**src/hdl/ptzfb_pkg.sv**
```systemverilog
// Shared types and constants for the PTZ command frame builder.
// No dependencies; used by every RTL module of the block.
`default_nettype none

package ptzfb_pkg;

  // Command codes
  localparam logic [7:0] CMD_PAN     = 8'h4B;
  localparam logic [7:0] CMD_TILT    = 8'h4D;
  localparam logic [7:0] CMD_UP      = 8'h08;
  localparam logic [7:0] CMD_DOWN    = 8'h10;
  localparam logic [7:0] CMD_LEFT    = 8'h04;
  localparam logic [7:0] CMD_RIGHT   = 8'h02;
  localparam logic [7:0] CMD_ASKPAN  = 8'h51;
  localparam logic [7:0] CMD_ASKTILT = 8'h53;
  localparam logic [7:0] CMD_NONE    = 8'h00;

  localparam logic [7:0] SYNC_BYTE = 8'hFF;

  // Angle arithmetic, hundredths of a degree
  localparam logic [15:0] FULL_TURN = 16'd36000;
  // Multiple of a full turn that makes the negated 24-bit value positive
  localparam logic [24:0] PAN_BIAS   = 25'd8424000;
  // floor(2^40 / 36000): quotient estimate is exact or one low
  localparam logic [24:0] PAN_RECIP  = 25'd30541989;
  localparam int          PAN_SHIFT  = 40;

  // Speed rounding: (s + 50) / 100 as a reciprocal multiply
  localparam logic [12:0] SPEED_MAX   = 13'd6300;
  localparam logic [12:0] SPEED_ROUND = 13'd50;
  localparam logic [12:0] SPEED_RECIP = 13'd5243;
  localparam int          SPEED_SHIFT = 19;

  // Configuration
  localparam int CFG_WIDTH = 14;
  typedef enum logic [1:0] {
    CFG_DEVICE_ADDRESS   = 2'd0,
    CFG_TILT_ZERO_OFFSET = 2'd1,
    CFG_TILT_LIMIT       = 2'd2
  } cfg_index_t;

  localparam logic [7:0]         RST_DEVICE_ADDRESS   = 8'd1;
  localparam logic signed [10:0] RST_TILT_ZERO_OFFSET = -11'sd300;
  localparam logic [13:0]        RST_TILT_LIMIT       = 14'd8500;

  // Byte positions inside one frame
  typedef enum logic [2:0] {
    FP_SYNC = 3'd0,
    FP_ADDR = 3'd1,
    FP_ZERO = 3'd2,
    FP_CMD  = 3'd3,
    FP_HI   = 3'd4,
    FP_LO   = 3'd5,
    FP_SUM  = 3'd6
  } frame_pos_t;

  // Variable part of a frame handed to the serializer
  typedef struct packed {
    logic [7:0] cmd_byte;
    logic [7:0] data_hi;
    logic [7:0] data_lo;
    logic [7:0] checksum;
  } frame_t;

endpackage

`default_nettype wire

```
**src/hdl/ptz_command_frame_builder_top.sv**
```systemverilog
// Top level of the PTZ command frame builder: configuration registers,
// data path and serializer. Depends on ptzfb_pkg, ptzfb_data_path, ptzfb_serializer.
//
//   channel | ports                                      | direction
//   --------+--------------------------------------------+----------
//   input   | in_valid/in_ready, command, value          | in
//   result  | out_valid/out_ready, frame_byte, last_byte | out
//   config  | cfg_we, cfg_index, cfg_wdata               | in
//
// Each command yields seven bytes, one per cycle while out_ready is high; the
// sustained command rate is set by the serializer's one-byte output.
// From the input transfer, the first byte goes through three stages past the
// input register, then the serializer load. Synchronous reset clears
// all valids and loads address 1, zero offset -300, tilt limit 8500. A low
// out_ready holds the current byte; the four stages fill, then in_ready drops.
`default_nettype none

module ptz_command_frame_builder_top
  import ptzfb_pkg::*;
(
  input  wire logic                 clk,
  input  wire logic                 rst_n,
  input  wire logic                 in_valid,
  output logic                      in_ready,
  input  wire logic [7:0]           in_command,
  input  wire logic signed [23:0]   in_value_hundredths,
  output logic                      out_valid,
  input  wire logic                 out_ready,
  output logic [7:0]                out_frame_byte,
  output logic                      out_last_byte,
  input  wire logic                 cfg_we,
  input  wire logic [1:0]           cfg_index,
  input  wire logic [CFG_WIDTH-1:0] cfg_wdata
);

  logic [7:0]         device_address_r;
  logic signed [10:0] tilt_zero_offset_r;
  logic [13:0]        tilt_limit_r;

  logic   frm_valid;
  logic   frm_ready;
  frame_t frm;

  // Configuration writes; unknown index is dropped
  always_ff @(posedge clk) begin
    if (!rst_n) begin
      device_address_r   <= RST_DEVICE_ADDRESS;
      tilt_zero_offset_r <= RST_TILT_ZERO_OFFSET;
      tilt_limit_r       <= RST_TILT_LIMIT;
    end else if (cfg_we) begin
      unique case (cfg_index)
        CFG_DEVICE_ADDRESS:   device_address_r   <= cfg_wdata[7:0];
        CFG_TILT_ZERO_OFFSET: tilt_zero_offset_r <= $signed(cfg_wdata[10:0]);
        CFG_TILT_LIMIT:       tilt_limit_r       <= cfg_wdata[13:0];
        default: ;
      endcase
    end
  end

  ptzfb_data_path u_data_path (
    .clk                 (clk),
    .rst_n               (rst_n),
    .in_valid            (in_valid),
    .in_ready            (in_ready),
    .in_command          (in_command),
    .in_value_hundredths (in_value_hundredths),
    .device_address      (device_address_r),
    .tilt_zero_offset    (tilt_zero_offset_r),
    .tilt_limit          (tilt_limit_r),
    .frm_valid           (frm_valid),
    .frm_ready           (frm_ready),
    .frm                 (frm)
  );

  ptzfb_serializer u_serializer (
    .clk            (clk),
    .rst_n          (rst_n),
    .frm_valid      (frm_valid),
    .frm_ready      (frm_ready),
    .frm            (frm),
    .device_address (device_address_r),
    .out_valid      (out_valid),
    .out_ready      (out_ready),
    .out_frame_byte (out_frame_byte),
    .out_last_byte  (out_last_byte)
  );

endmodule

`default_nettype wire

```
**src/hdl/ptzfb_data_path.sv**
```systemverilog
// Four-stage data path: input register, angle/speed arithmetic, frame fields.
// Depends on ptzfb_pkg for constants and the frame_t struct.
`default_nettype none

module ptzfb_data_path
  import ptzfb_pkg::*;
(
  input  wire logic               clk,
  input  wire logic               rst_n,
  input  wire logic               in_valid,
  output logic                    in_ready,
  input  wire logic [7:0]         in_command,
  input  wire logic signed [23:0] in_value_hundredths,
  input  wire logic [7:0]         device_address,
  input  wire logic signed [10:0] tilt_zero_offset,
  input  wire logic [13:0]        tilt_limit,
  output logic                    frm_valid,
  input  wire logic               frm_ready,
  output frame_t                  frm
);

  // Stage registers
  logic               s1_vld_r, s2_vld_r, s3_vld_r, s4_vld_r;
  logic [7:0]         s1_cmd_r, s2_cmd_r, s3_cmd_r, s4_cmd_r;
  logic [23:0]        s1_val_r;
  logic [24:0]        s2_u_r, s3_u_r;
  logic signed [15:0] s2_tilt_r;
  logic [12:0]        s2_spd_x_r;
  logic [8:0]         s3_q_r;
  logic [15:0]        s3_tilt_r, s4_tilt_r;
  logic [5:0]         s3_speed_r, s4_speed_r;
  logic [16:0]        s4_rem_r;

  logic s2_rdy, s3_rdy, s4_rdy;

  // Stage 2 logic
  logic signed [24:0] s2_v_ext, s2_lim, s2_lim_neg, s2_clamp;
  logic signed [15:0] s2_tilt_nxt;
  logic [24:0]        s2_u_nxt;
  logic [12:0]        s2_spd_x_nxt;

  // Stage 3 logic
  logic [49:0]        s3_prod;
  logic [8:0]         s3_q_nxt;
  logic signed [15:0] s3_lim, s3_lim_neg, s3_clamp;
  logic [15:0]        s3_tilt_nxt;
  logic [25:0]        s3_spd_prod;
  logic [5:0]         s3_speed_nxt;

  // Stage 4 logic
  logic [24:0] s4_qmul, s4_rem_full;
  logic [16:0] s4_rem_nxt;

  // Frame assembly
  logic [15:0] pan_data;
  logic [7:0]  cbyte, hi, lo;

  // Ready chain: a stage moves when empty or when the next one moves
  assign s4_rdy   = !s4_vld_r || frm_ready;
  assign s3_rdy   = !s3_vld_r || s4_rdy;
  assign s2_rdy   = !s2_vld_r || s3_rdy;
  assign in_ready = !s1_vld_r || s2_rdy;

  // Clamp tilt, add zero offset; bias negated value for the pan modulo; clamp speed
  always_comb begin
    s2_v_ext   = $signed({s1_val_r[23], s1_val_r});
    s2_lim     = $signed({11'b0, tilt_limit});
    s2_lim_neg = -s2_lim;
    priority if (s2_v_ext > s2_lim) begin
      s2_clamp = s2_lim;
    end else if (s2_v_ext < s2_lim_neg) begin
      s2_clamp = s2_lim_neg;
    end else begin
      s2_clamp = s2_v_ext;
    end
    s2_tilt_nxt = $signed({s2_clamp[14], s2_clamp[14:0]})
                + $signed({{5{tilt_zero_offset[10]}}, tilt_zero_offset});
    s2_u_nxt = PAN_BIAS - $unsigned(s2_v_ext);
    priority if (s1_val_r[23]) begin
      s2_spd_x_nxt = SPEED_ROUND;
    end else if (s2_v_ext > $signed({12'b0, SPEED_MAX})) begin
      s2_spd_x_nxt = SPEED_MAX + SPEED_ROUND;
    end else begin
      s2_spd_x_nxt = s1_val_r[12:0] + SPEED_ROUND;
    end
  end

  // Estimate pan quotient, second tilt clamp and wrap, speed divide
  always_comb begin
    s3_prod    = 50'(s2_u_r) * 50'(PAN_RECIP);
    s3_q_nxt   = s3_prod[PAN_SHIFT+8:PAN_SHIFT];
    s3_lim     = $signed({2'b0, tilt_limit});
    s3_lim_neg = -s3_lim;
    priority if (s2_tilt_r > s3_lim) begin
      s3_clamp = s3_lim;
    end else if (s2_tilt_r < s3_lim_neg) begin
      s3_clamp = s3_lim_neg;
    end else begin
      s3_clamp = s2_tilt_r;
    end
    s3_tilt_nxt  = s3_clamp[15] ? $unsigned(s3_clamp) + FULL_TURN : $unsigned(s3_clamp);
    s3_spd_prod  = 26'(s2_spd_x_r) * 26'(SPEED_RECIP);
    s3_speed_nxt = s3_spd_prod[SPEED_SHIFT+5:SPEED_SHIFT];
  end

  // Remainder before correction, below two full turns
  always_comb begin
    s4_qmul     = 25'(s3_q_r) * 25'(FULL_TURN);
    s4_rem_full = s3_u_r - s4_qmul;
    s4_rem_nxt  = s4_rem_full[16:0];
  end

  // Correct remainder, select data by command, form checksum
  always_comb begin
    pan_data = (s4_rem_r >= 17'(FULL_TURN)) ? 16'(s4_rem_r - 17'(FULL_TURN))
                                            : s4_rem_r[15:0];
    cbyte = s4_cmd_r;
    hi    = 8'd0;
    lo    = 8'd0;
    unique case (s4_cmd_r)
      CMD_PAN: begin
        hi = pan_data[15:8];
        lo = pan_data[7:0];
      end
      CMD_TILT: begin
        hi = s4_tilt_r[15:8];
        lo = s4_tilt_r[7:0];
      end
      CMD_UP, CMD_DOWN, CMD_LEFT, CMD_RIGHT: begin
        hi = {2'b0, s4_speed_r};
        lo = {2'b0, s4_speed_r};
      end
      CMD_ASKPAN, CMD_ASKTILT: begin
        hi = 8'd0;
        lo = 8'd0;
      end
      default: begin
        cbyte = CMD_NONE;
      end
    endcase
    frm.cmd_byte = cbyte;
    frm.data_hi  = hi;
    frm.data_lo  = lo;
    frm.checksum = device_address + cbyte + hi + lo;
  end

  assign frm_valid = s4_vld_r;

  // Stage valid bits
  always_ff @(posedge clk) begin
    if (!rst_n) begin
      s1_vld_r <= 1'b0;
      s2_vld_r <= 1'b0;
      s3_vld_r <= 1'b0;
      s4_vld_r <= 1'b0;
    end else begin
      if (in_ready) s1_vld_r <= in_valid;
      if (s2_rdy)   s2_vld_r <= s1_vld_r;
      if (s3_rdy)   s3_vld_r <= s2_vld_r;
      if (s4_rdy)   s4_vld_r <= s3_vld_r;
    end
  end

  // Stage payloads: load on transfer, hold otherwise
  always_ff @(posedge clk) begin
    if (in_valid && in_ready) begin
      s1_cmd_r <= in_command;
      s1_val_r <= in_value_hundredths;
    end
    if (s1_vld_r && s2_rdy) begin
      s2_cmd_r   <= s1_cmd_r;
      s2_u_r     <= s2_u_nxt;
      s2_tilt_r  <= s2_tilt_nxt;
      s2_spd_x_r <= s2_spd_x_nxt;
    end
    if (s2_vld_r && s3_rdy) begin
      s3_cmd_r   <= s2_cmd_r;
      s3_u_r     <= s2_u_r;
      s3_q_r     <= s3_q_nxt;
      s3_tilt_r  <= s3_tilt_nxt;
      s3_speed_r <= s3_speed_nxt;
    end
    if (s3_vld_r && s4_rdy) begin
      s4_cmd_r   <= s3_cmd_r;
      s4_rem_r   <= s4_rem_nxt;
      s4_tilt_r  <= s3_tilt_r;
      s4_speed_r <= s3_speed_r;
    end
  end

endmodule

`default_nettype wire

```
**src/hdl/ptzfb_serializer.sv**
```systemverilog
// Frame serializer: holds one frame and sends its seven bytes one per transfer.
// Depends on ptzfb_pkg for frame_t and the byte position codes.
`default_nettype none

module ptzfb_serializer
  import ptzfb_pkg::*;
(
  input  wire logic       clk,
  input  wire logic       rst_n,
  input  wire logic       frm_valid,
  output logic            frm_ready,
  input  wire frame_t     frm,
  input  wire logic [7:0] device_address,
  output logic            out_valid,
  input  wire logic       out_ready,
  output logic [7:0]      out_frame_byte,
  output logic            out_last_byte
);

  frame_t     frm_r;
  frame_pos_t pos_r;
  logic       vld_r;
  logic       at_last;

  assign at_last   = (pos_r == FP_SUM);
  // Take the next frame when empty or while the checksum byte leaves
  assign frm_ready = !vld_r || (out_ready && at_last);

  // Select the byte at the current position
  always_comb begin
    unique case (pos_r)
      FP_SYNC: out_frame_byte = SYNC_BYTE;
      FP_ADDR: out_frame_byte = device_address;
      FP_ZERO: out_frame_byte = 8'd0;
      FP_CMD:  out_frame_byte = frm_r.cmd_byte;
      FP_HI:   out_frame_byte = frm_r.data_hi;
      FP_LO:   out_frame_byte = frm_r.data_lo;
      FP_SUM:  out_frame_byte = frm_r.checksum;
      default: out_frame_byte = 8'd0;
    endcase
  end

  assign out_valid     = vld_r;
  assign out_last_byte = at_last;

  // Advance position on each transfer, reload after the last byte
  always_ff @(posedge clk) begin
    if (!rst_n) begin
      vld_r <= 1'b0;
      pos_r <= FP_SYNC;
    end else if (frm_ready) begin
      vld_r <= frm_valid;
      pos_r <= FP_SYNC;
    end else if (out_ready) begin
      pos_r <= frame_pos_t'(pos_r + 3'd1);
    end
  end

  // Frame payload
  always_ff @(posedge clk) begin
    if (frm_valid && frm_ready) begin
      frm_r <= frm;
    end
  end

endmodule

`default_nettype wire

```
**config.mk**
```make
export PLATFORM = sky130hd
export DESIGN_NAME = ptz_command_frame_builder_top
export DESIGN_NICKNAME = d
export VERILOG_FILES = /design/src/hdl/ptzfb_pkg.sv /design/src/hdl/ptz_command_frame_builder_top.sv /design/src/hdl/ptzfb_data_path.sv /design/src/hdl/ptzfb_serializer.sv
export SDC_FILE = /design/constraint.sdc
export NUM_CORES = 1
export LEC_CHECK = 0
export ABC_CLOCK_PERIOD_IN_PS = 9600
export BUFFER_PORTS_ARGS = -buffer_cell sky130_fd_sc_hd__buf_4
export CAP_MARGIN = 20
export CORE_MARGIN = 2
export CORE_UTILIZATION = 30
export DETAILED_ROUTE_END_ITERATION = 8
export GPL_ROUTABILITY_DRIVEN = 1
export PLACE_DENSITY = 0.42
export SYNTH_ARGS = -nofsm -noshare
export SYNTH_HDL_FRONTEND = slang
export SYNTH_SLANG_ARGS = --single-unit
```
**constraint.sdc**
```tcl
create_clock -name clk -period 9.6 [get_ports clk]
set_clock_uncertainty 0.2 [all_clocks]
set_input_delay 1.44 -clock clk [delete_from_list [all_inputs] [get_ports clk]]
set_output_delay 1.44 -clock clk [all_outputs]
set_load 0.005 [all_outputs]
```
== Yosys cells after proc, flatten, opt, wreduce, memory -nomap -nowiden ==
Cells that the tools add are included.

* Input bits: 53
* Flip-flop bits (word level): 270
* Output and inout port bits: 11

* Bitwise logic cells: 1
* Eq/ne operators: 15
* Mux-type cells: 11
* $lt $le $gt $ge: 6
* Reduce and logical (&&, ||, !) cells: 25
* $mul: 3
* $add $sub $neg: 12

{| class="wikitable"
|+ Operators by type and width
! operator !! count
|-
| 25-bit by 25-bit multiplier with 49-bit output (second input constant) || 1
|-
| 16-bit two-way mux || 3
|-
| 8-bit case mux with 3 select lines || 2
|-
| 8-bit case mux with 6 select lines || 1
|-
| 15-bit two-way mux || 3
|-
| 8-bit by 7-bit equality test with 1-bit output (second input constant) || 4
|-
| 24-bit by 25-bit less-than comparator with 1-bit output || 1
|-
| 13-bit by 13-bit multiplier with 25-bit output (second input constant) || 1
|-
| 14-bit negator with 25-bit output || 1
|-
| 24-bit by 25-bit subtractor with 25-bit output (first input constant) || 1
|-
| 8-bit adder || 3
|-
| 24-bit by 14-bit > comparator with 1-bit output (second input constant) || 1
|-
| 24-bit by 15-bit > comparator with 1-bit output || 1
|-
| 17-bit by 16-bit >= comparator with 1-bit output (second input constant) || 1
|-
| 17-bit subtractor || 1
|-
| 15-bit by 11-bit adder with 16-bit output || 1
|-
| 16-bit adder (second input constant) || 1
|-
| 16-bit by 15-bit > comparator with 1-bit output || 1
|-
| 16-bit less-than comparator || 1
|-
| 14-bit negator with 16-bit output || 1
|-
| 16-bit subtractor (second input constant) || 1
|-
| 13-bit by 6-bit adder with 13-bit output (second input constant) || 1
|-
| 13-bit two-way mux || 1
|-
| 9-bit by 11-bit multiplier with 12-bit output (second input constant) || 1
|-
| other kinds (21) || 39
|}

== Logic depth before layout (Yosys ltp) ==
* Depth in word-level cells: 8
* Depth in mapped cells: 31
* Depth with buffers taken out: 29

== Modules after synthesis ==
A second synthesis with hierarchy kept.

* Cells, all modules: 2286
* Area total of the unflattened synthesis: 25640.8 um^2

{| class="wikitable"
|+ By module, submodules not included
! module !! cells each !! times used !! sequential area each (um^2) !! area an instance (um^2)
|-
| ptzfb_data_path || 2053 || 1 || 5995.8 || 22808.1
|-
| ptzfb_serializer || 96 || 1 || 1041.0 || 1478.9
|-
| ptz_command_frame_builder_top || 137 || 1 || 660.6 || 1353.8
|}

== Least setup slack after synthesis ==
No wires, ideal clock.

* Kind: reg-to-reg
* Start: register u_data_path.s2_u_r[5]
* End: register u_data_path.s3_q_r[7] (data pin)
* Arrival time: 6.432 ns
* Setup time: 0.258 ns
* Required time: 9.142 ns
* Cell stages (with the launch flop): 23
* Setup slack: 2.710 ns
* Cell sequence: edfxtp_1 > inv_1 > fa_1 > inv_1 > fa_1 > fa_1 > fa_1 > inv_1 > fa_1 > fa_1 > fa_1 > inv_1 > ha_1 > a21o_1 > a21o_1 > a21o_1 > a21o_1 > a32oi_1 > nand2_1 > a211o_1 > or3_1 > a31oi_1 > xnor2_1

* Word-level cells in the longest chain between the ends: 1

{| class="wikitable"
|+ RTL lines
! what !! RTL line !! text
|-
| start: declaration || ptzfb_data_path.sv:26 || <nowiki>logic [24:0] s2_u_r, s3_u_r;</nowiki>
|-
| start signal: assignment || ptzfb_data_path.sv:172 || <nowiki>s2_u_r <= s2_u_nxt;</nowiki>
|-
| 25-bit by 25-bit multiplier with 49-bit output || ptzfb_data_path.sv:90 || <nowiki>s3_prod = 50'(s2_u_r) * 50'(PAN_RECIP);</nowiki>
|-
| via u_data_path.s3_prod[47] || ptzfb_data_path.sv:43 || <nowiki>logic [49:0] s3_prod;</nowiki>
|-
| end signal: assignment || ptzfb_data_path.sv:179 || <nowiki>s3_q_r <= s3_q_nxt;</nowiki>
|-
| end: declaration || ptzfb_data_path.sv:29 || <nowiki>logic [8:0] s3_q_r;</nowiki>
|}

The timed path passes the listed nets, and every way through them passes these cells.
A chain may end at the register's enable or synchronous reset.

== Worst setup path after layout ==
* Start: register tilt_limit_r[1]
* End: register u_data_path.s2_tilt_r[14] (data pin)

* Word-level cells in the longest chain between the ends: 5
* Elaborated cells on any way between the ends: 6
* Those cells by class: 2 x add/sub; 2 x order compare; 2 x mux

{| class="wikitable"
|+ RTL lines
! what !! RTL line !! text
|-
| start: declaration || ptz_command_frame_builder_top.sv:38 || <nowiki>logic [13:0] tilt_limit_r;</nowiki>
|-
| start signal: assignment || ptz_command_frame_builder_top.sv:54 || <nowiki>CFG_TILT_LIMIT: tilt_limit_r <= cfg_wdata[13:0];</nowiki>
|-
| 14-bit negator with 25-bit output || ptzfb_data_path.sv:68 || <nowiki>s2_lim_neg = -s2_lim;</nowiki>
|-
| 24-bit by 25-bit less-than comparator with 1-bit output || ptzfb_data_path.sv:71 || <nowiki>end else if (s2_v_ext < s2_lim_neg) begin</nowiki>
|-
| 15-bit two-way mux || ptzfb_data_path.sv:71 ||
|-
| 15-bit two-way mux * || ptzfb_data_path.sv:69 || <nowiki>priority if (s2_v_ext > s2_lim) begin</nowiki>
|-
| 15-bit by 11-bit adder with 16-bit output * || ptzfb_data_path.sv:77 || <nowiki>+ $signed({{5{tilt_zero_offset[10]}}, tilt_zero_offset});</nowiki>
|-
| via u_data_path.s2_tilt_nxt[14] || ptzfb_data_path.sv:38 || <nowiki>logic signed [15:0] s2_tilt_nxt;</nowiki>
|-
| end signal: assignment || ptzfb_data_path.sv:173 || <nowiki>s2_tilt_r <= s2_tilt_nxt;</nowiki>
|-
| end: declaration || ptzfb_data_path.sv:27 || <nowiki>logic signed [15:0] s2_tilt_r;</nowiki>
|}

Mark *: on every way through the listed nets, which the timed path passes. The rest lies on a longest branch.

==> results.py <==
metrics = {
    "run_status": {
        "outcome": "finished clean",
    },
    "floorplan": {
        "rows": 108,
        "start_util": 0.302,
        "die-area_um2": 89800,
        "die_y_um": 300,
        "core_area_um2": 86800,
        "io_pins": 64,
        "die_x_um": 300,
    },
    "grt": {
        "grt_first_pass_wirelength_um": 114000,
        "grt_max_degree": 63,
        "antenna_found_initial": 0,
        "grt_overflow_total": 0,
        "globalRouteTotalUtil": 0.167,
        "grt_pass1_vias": 18894,
    },
    "timing": {
        "hold_viol_final": 0,
        "finalSetupViolCount": 0,
        "grt_setup_unrepaired": "false",
        "relSlewSlack": 0.333,
        "fmax_ghz": 0.132,
        "report.final.slew_viol_count": 0,
        "tightest_slew_ns": 1.00,
        "fin_setup_tns_ns": 0,
        "fin_crit_sh": 0.787,
        "finalCriticalPeriod_ns": 7.56,
    },
    "run": {
        "drv_cap": 0,
    },
    "final_layout": {
        "diodes": 0,
        "multi_input_area_um2": 16900,
        "fillers": 8826,
        "drive_above_1_share": 0.0660,
        "final_common_cell": "ha_1",
        "area_delta_synth_final_pct": 11.8,
        "layout_common_cells": "ha_1 (466), inv_1 (380), fa_1 (232), edfxtp_1 (229), nand2_1 (157)",
        "final_net_count": 3257,
        "fin_util": 0.338,
        "ff_latch_area_um2": 7700,
    },
    "clocking": {
        "clock_latency_ns": 0.56,
        "cts_tree": "yes",
        "cts-root-buf": "clkbuf_16",
        "postCtsSetupBuffers": 0,
        "clk_pin_slew_ns": 0.06,
        "ctsResizeCount": 0,
        "cts_hold_buf": 0,
        "cts_buffer_depth": 3,
        "cts_max_level": 2,
        "cts_buffers": 35,
        "cts_sinks": 270,
    },
    "setup_path": {
        "crit_slowest_cell": "nor2_1",
        "critPathRequiredTime_ns": 9.71,
        "cp_slowest_stage_delay_ns": 0.80,
        "worst_setup_path_end_kind": "flop",
        "path_cells": "inv_1, ha_1, or3b_1, nor3_2, nand3_1, nor2_1, ha_1, a31oi_1, o21ai_1, nor2_1, mux2_2, a221oi_1, ha_1, a21oi_1, o21bai_1, a21oi_1, o21bai_1, a211oi_1, o21ai_0, a31o_2, a21oi_1, xnor2_1",
        "cp_max_fo": 26,
        "cp-start-kind": "flop",
        "critPathKind": "reg -> reg",
        "arrival_ns": 7.67,
    },
    "synth": {
        "synth_edf_count": 229,
        "synth_cell_type_count": 83,
        "synth_warnings": 0,
        "netlist_area_um2": 26200,
        "synth_top_area_frac": 0.262,
        "synth_flop_cell": "edfxtp_1",
        "synth_cells": 2431,
        "synth.area.top_cells": "edfxtp_1 (26%), ha_1 (22%), fa_1 (18%), inv_1 (5.4%), xnor2_1 (3.2%)",
        "ys_ff_latch": 270,
        "postSynth.asyncResetShare": 0,
        "postSynthAreaPerCell_um2": 10.8,
        "yosysTopAreaCell": "edfxtp_1",
        "ys_seq_area_frac": 0.293,
    },
    "power": {
        "leakage_uw": 0.0133,
        "power-per-cell-area_nw_per_um2": 202,
        "peakVddDrop_v": 0.000106,
    },
    "route": {
        "top_layer": "met4",
        "wl_per_cell_um": 19.9,
        "dr.pass1.iters": 5,
        "wl_met2_um": 33800,
        "dr_wl_met3_um": 2590,
        "wirelength_met1_um": 35000,
        "drt-initial-drc-count": 1038,
        "via_per_inst": 4.81,
        "drcViolationCount": 0,
        "ant_nets": 0,
        "finalWirelength_um": 73200,
        "vias": 17719,
    },
    "hold_path": {
        "hold_path.class": "reg -> reg",
    },
    "placed_design": {
        "hpwl_um": 58100,
        "gp_congestion": 0.879,
        "io_buffer_count": 63,
    },
}
-- state kept, by name, summed over array words and instances, names as in the netlist, 9 cells and up --
signal                  cells
u_serializer.frm_r         32
u_data_path.s2_u_r         25
u_data_path.s1_val_r       24
u_data_path.s3_u_r         17
u_data_path.s4_rem_r       17
u_data_path.s2_tilt_r      16
u_data_path.s3_tilt_r      16
u_data_path.s4_tilt_r      16
tilt_limit_r               14
u_data_path.s2_spd_x_r     13
tilt_zero_offset_r         11
u_data_path.s3_q_r          9
-- kinds of logic (layout without fill, tap and decap cells) --
kind of cell | Yosys count | count (layout) | share of synthesized area
flip-flops | 270 | 270 | 0.293
other | 1 | 3 | 0.000143
XOR/XNOR | 125 | 125 | 0.0420
AO/OA/AOI/OAI | 410 | 410 | 0.105
adder cells (fa/ha/maj) | 698 | 698 | 0.399
buffers and inverters | 434 | 531 | 0.0627
AND/OR/NAND/NOR | 462 | 462 | 0.0856
multiplexers | 31 | 31 | 0.0122
-- layout make-up --
| cell class | instances | area share |
|---|---|---|
| Clock buffer | 44 | 0.0320 |
| Inverter | 383 | 0.0490 |
| Tap cell | 1155 | 0.0493 |
| Clock inverter | 17 | 0.00691 |
| Sequential cell | 270 | 0.262 |
| Timing Repair Buffer | 87 | 0.0227 |
| Multi-Input combinational cell | 1729 | 0.578 |
-- worst paths after layout --
| kind | start | to | slack (ns) | depth (start not counted) |
|---|---|---|---|---|
| min | u_data_path.s3_speed_r[4]$_DFFE_PP_ | u_data_path.s4_speed_r[4]$_DFFE_PP_ | 0.22 | 0 |
| max reg2reg | tilt_limit_r[1]$_SDFFE_PN0P_ | u_data_path.s2_tilt_r[14]$_DFFE_PP_ | 2.04 | 22 |
| min reg2reg | u_data_path.s3_speed_r[4]$_DFFE_PP_ | u_data_path.s4_speed_r[4]$_DFFE_PP_ | 0.22 | 0 |
| max | tilt_limit_r[1]$_SDFFE_PN0P_ | u_data_path.s2_tilt_r[14]$_DFFE_PP_ | 2.04 | 22 |
-- stage by stage --
| step | cell area, µm² | setup slack (ns) | cells | power, µW | hold WS (ns) |
|---|---|---|---|---|---|
| CTS | 29300 | 2.12 | 3682 | 6020 | 0.218 |
| floorplan | 26200 | 2.71 | 2433 | 3780 | 0.200 |
| global placement | 28200 | 2.15 | 3621 | 4630 | 0.206 |
| global route | 29300 | 1.43 | 3685 | 6480 | 0.224 |
| detailed placement | 28200 | 2.15 | 3621 | 4640 | 0.205 |
| finish | 29300 | 2.04 | 3685 | 5910 | 0.215 |
-- cell usage after synthesis (25+ instances only) --
library cell,instances
nand4_1,25
nand2_1,157
nand3_1,31
nor2_1,93
xor2_1,29
inv_1,380
clkbuf_1,43
fa_1,232
dfxtp_1,41
ha_1,466
nor2b_1,36
o21ai_0,63
edfxtp_1,229
a21oi_1,103
nor3_1,35
xnor2_1,95
a21o_1,62
-- worst max-delay path: cells and delay by family (launching register included) --
kind | cells | cell delay, ns
DFF | 1 | 0.35
and+or+nand+nor | 5 | 2.16
AOI/OAI and AO/OA | 11 | 2.69
muxes | 1 | 0.42
adders and majority gates | 3 | 1.24
xor gates and xnor gates | 1 | 0.08
buffers and inverters | 1 | 0.16
-- power breakdown --
part           internal, µW  total [µW]  leakage (µW)  switching (µW)
clock                   780        1320      0.000559             536
combinational          1320        3090        0.0103            1770
sequential             1420        1510       0.00249            91.2
total                  3520        5910        0.0133            2400
-- routing by layer --
layer  global-route usage  vias to the layer above
met4               0.0444                        0
met5                    0                        -
li1                     -                     8582
met3               0.0193                       94
met2                0.272                      306
met1                0.234                     8737
Note: power is estimated with default switching activity, not from simulation.
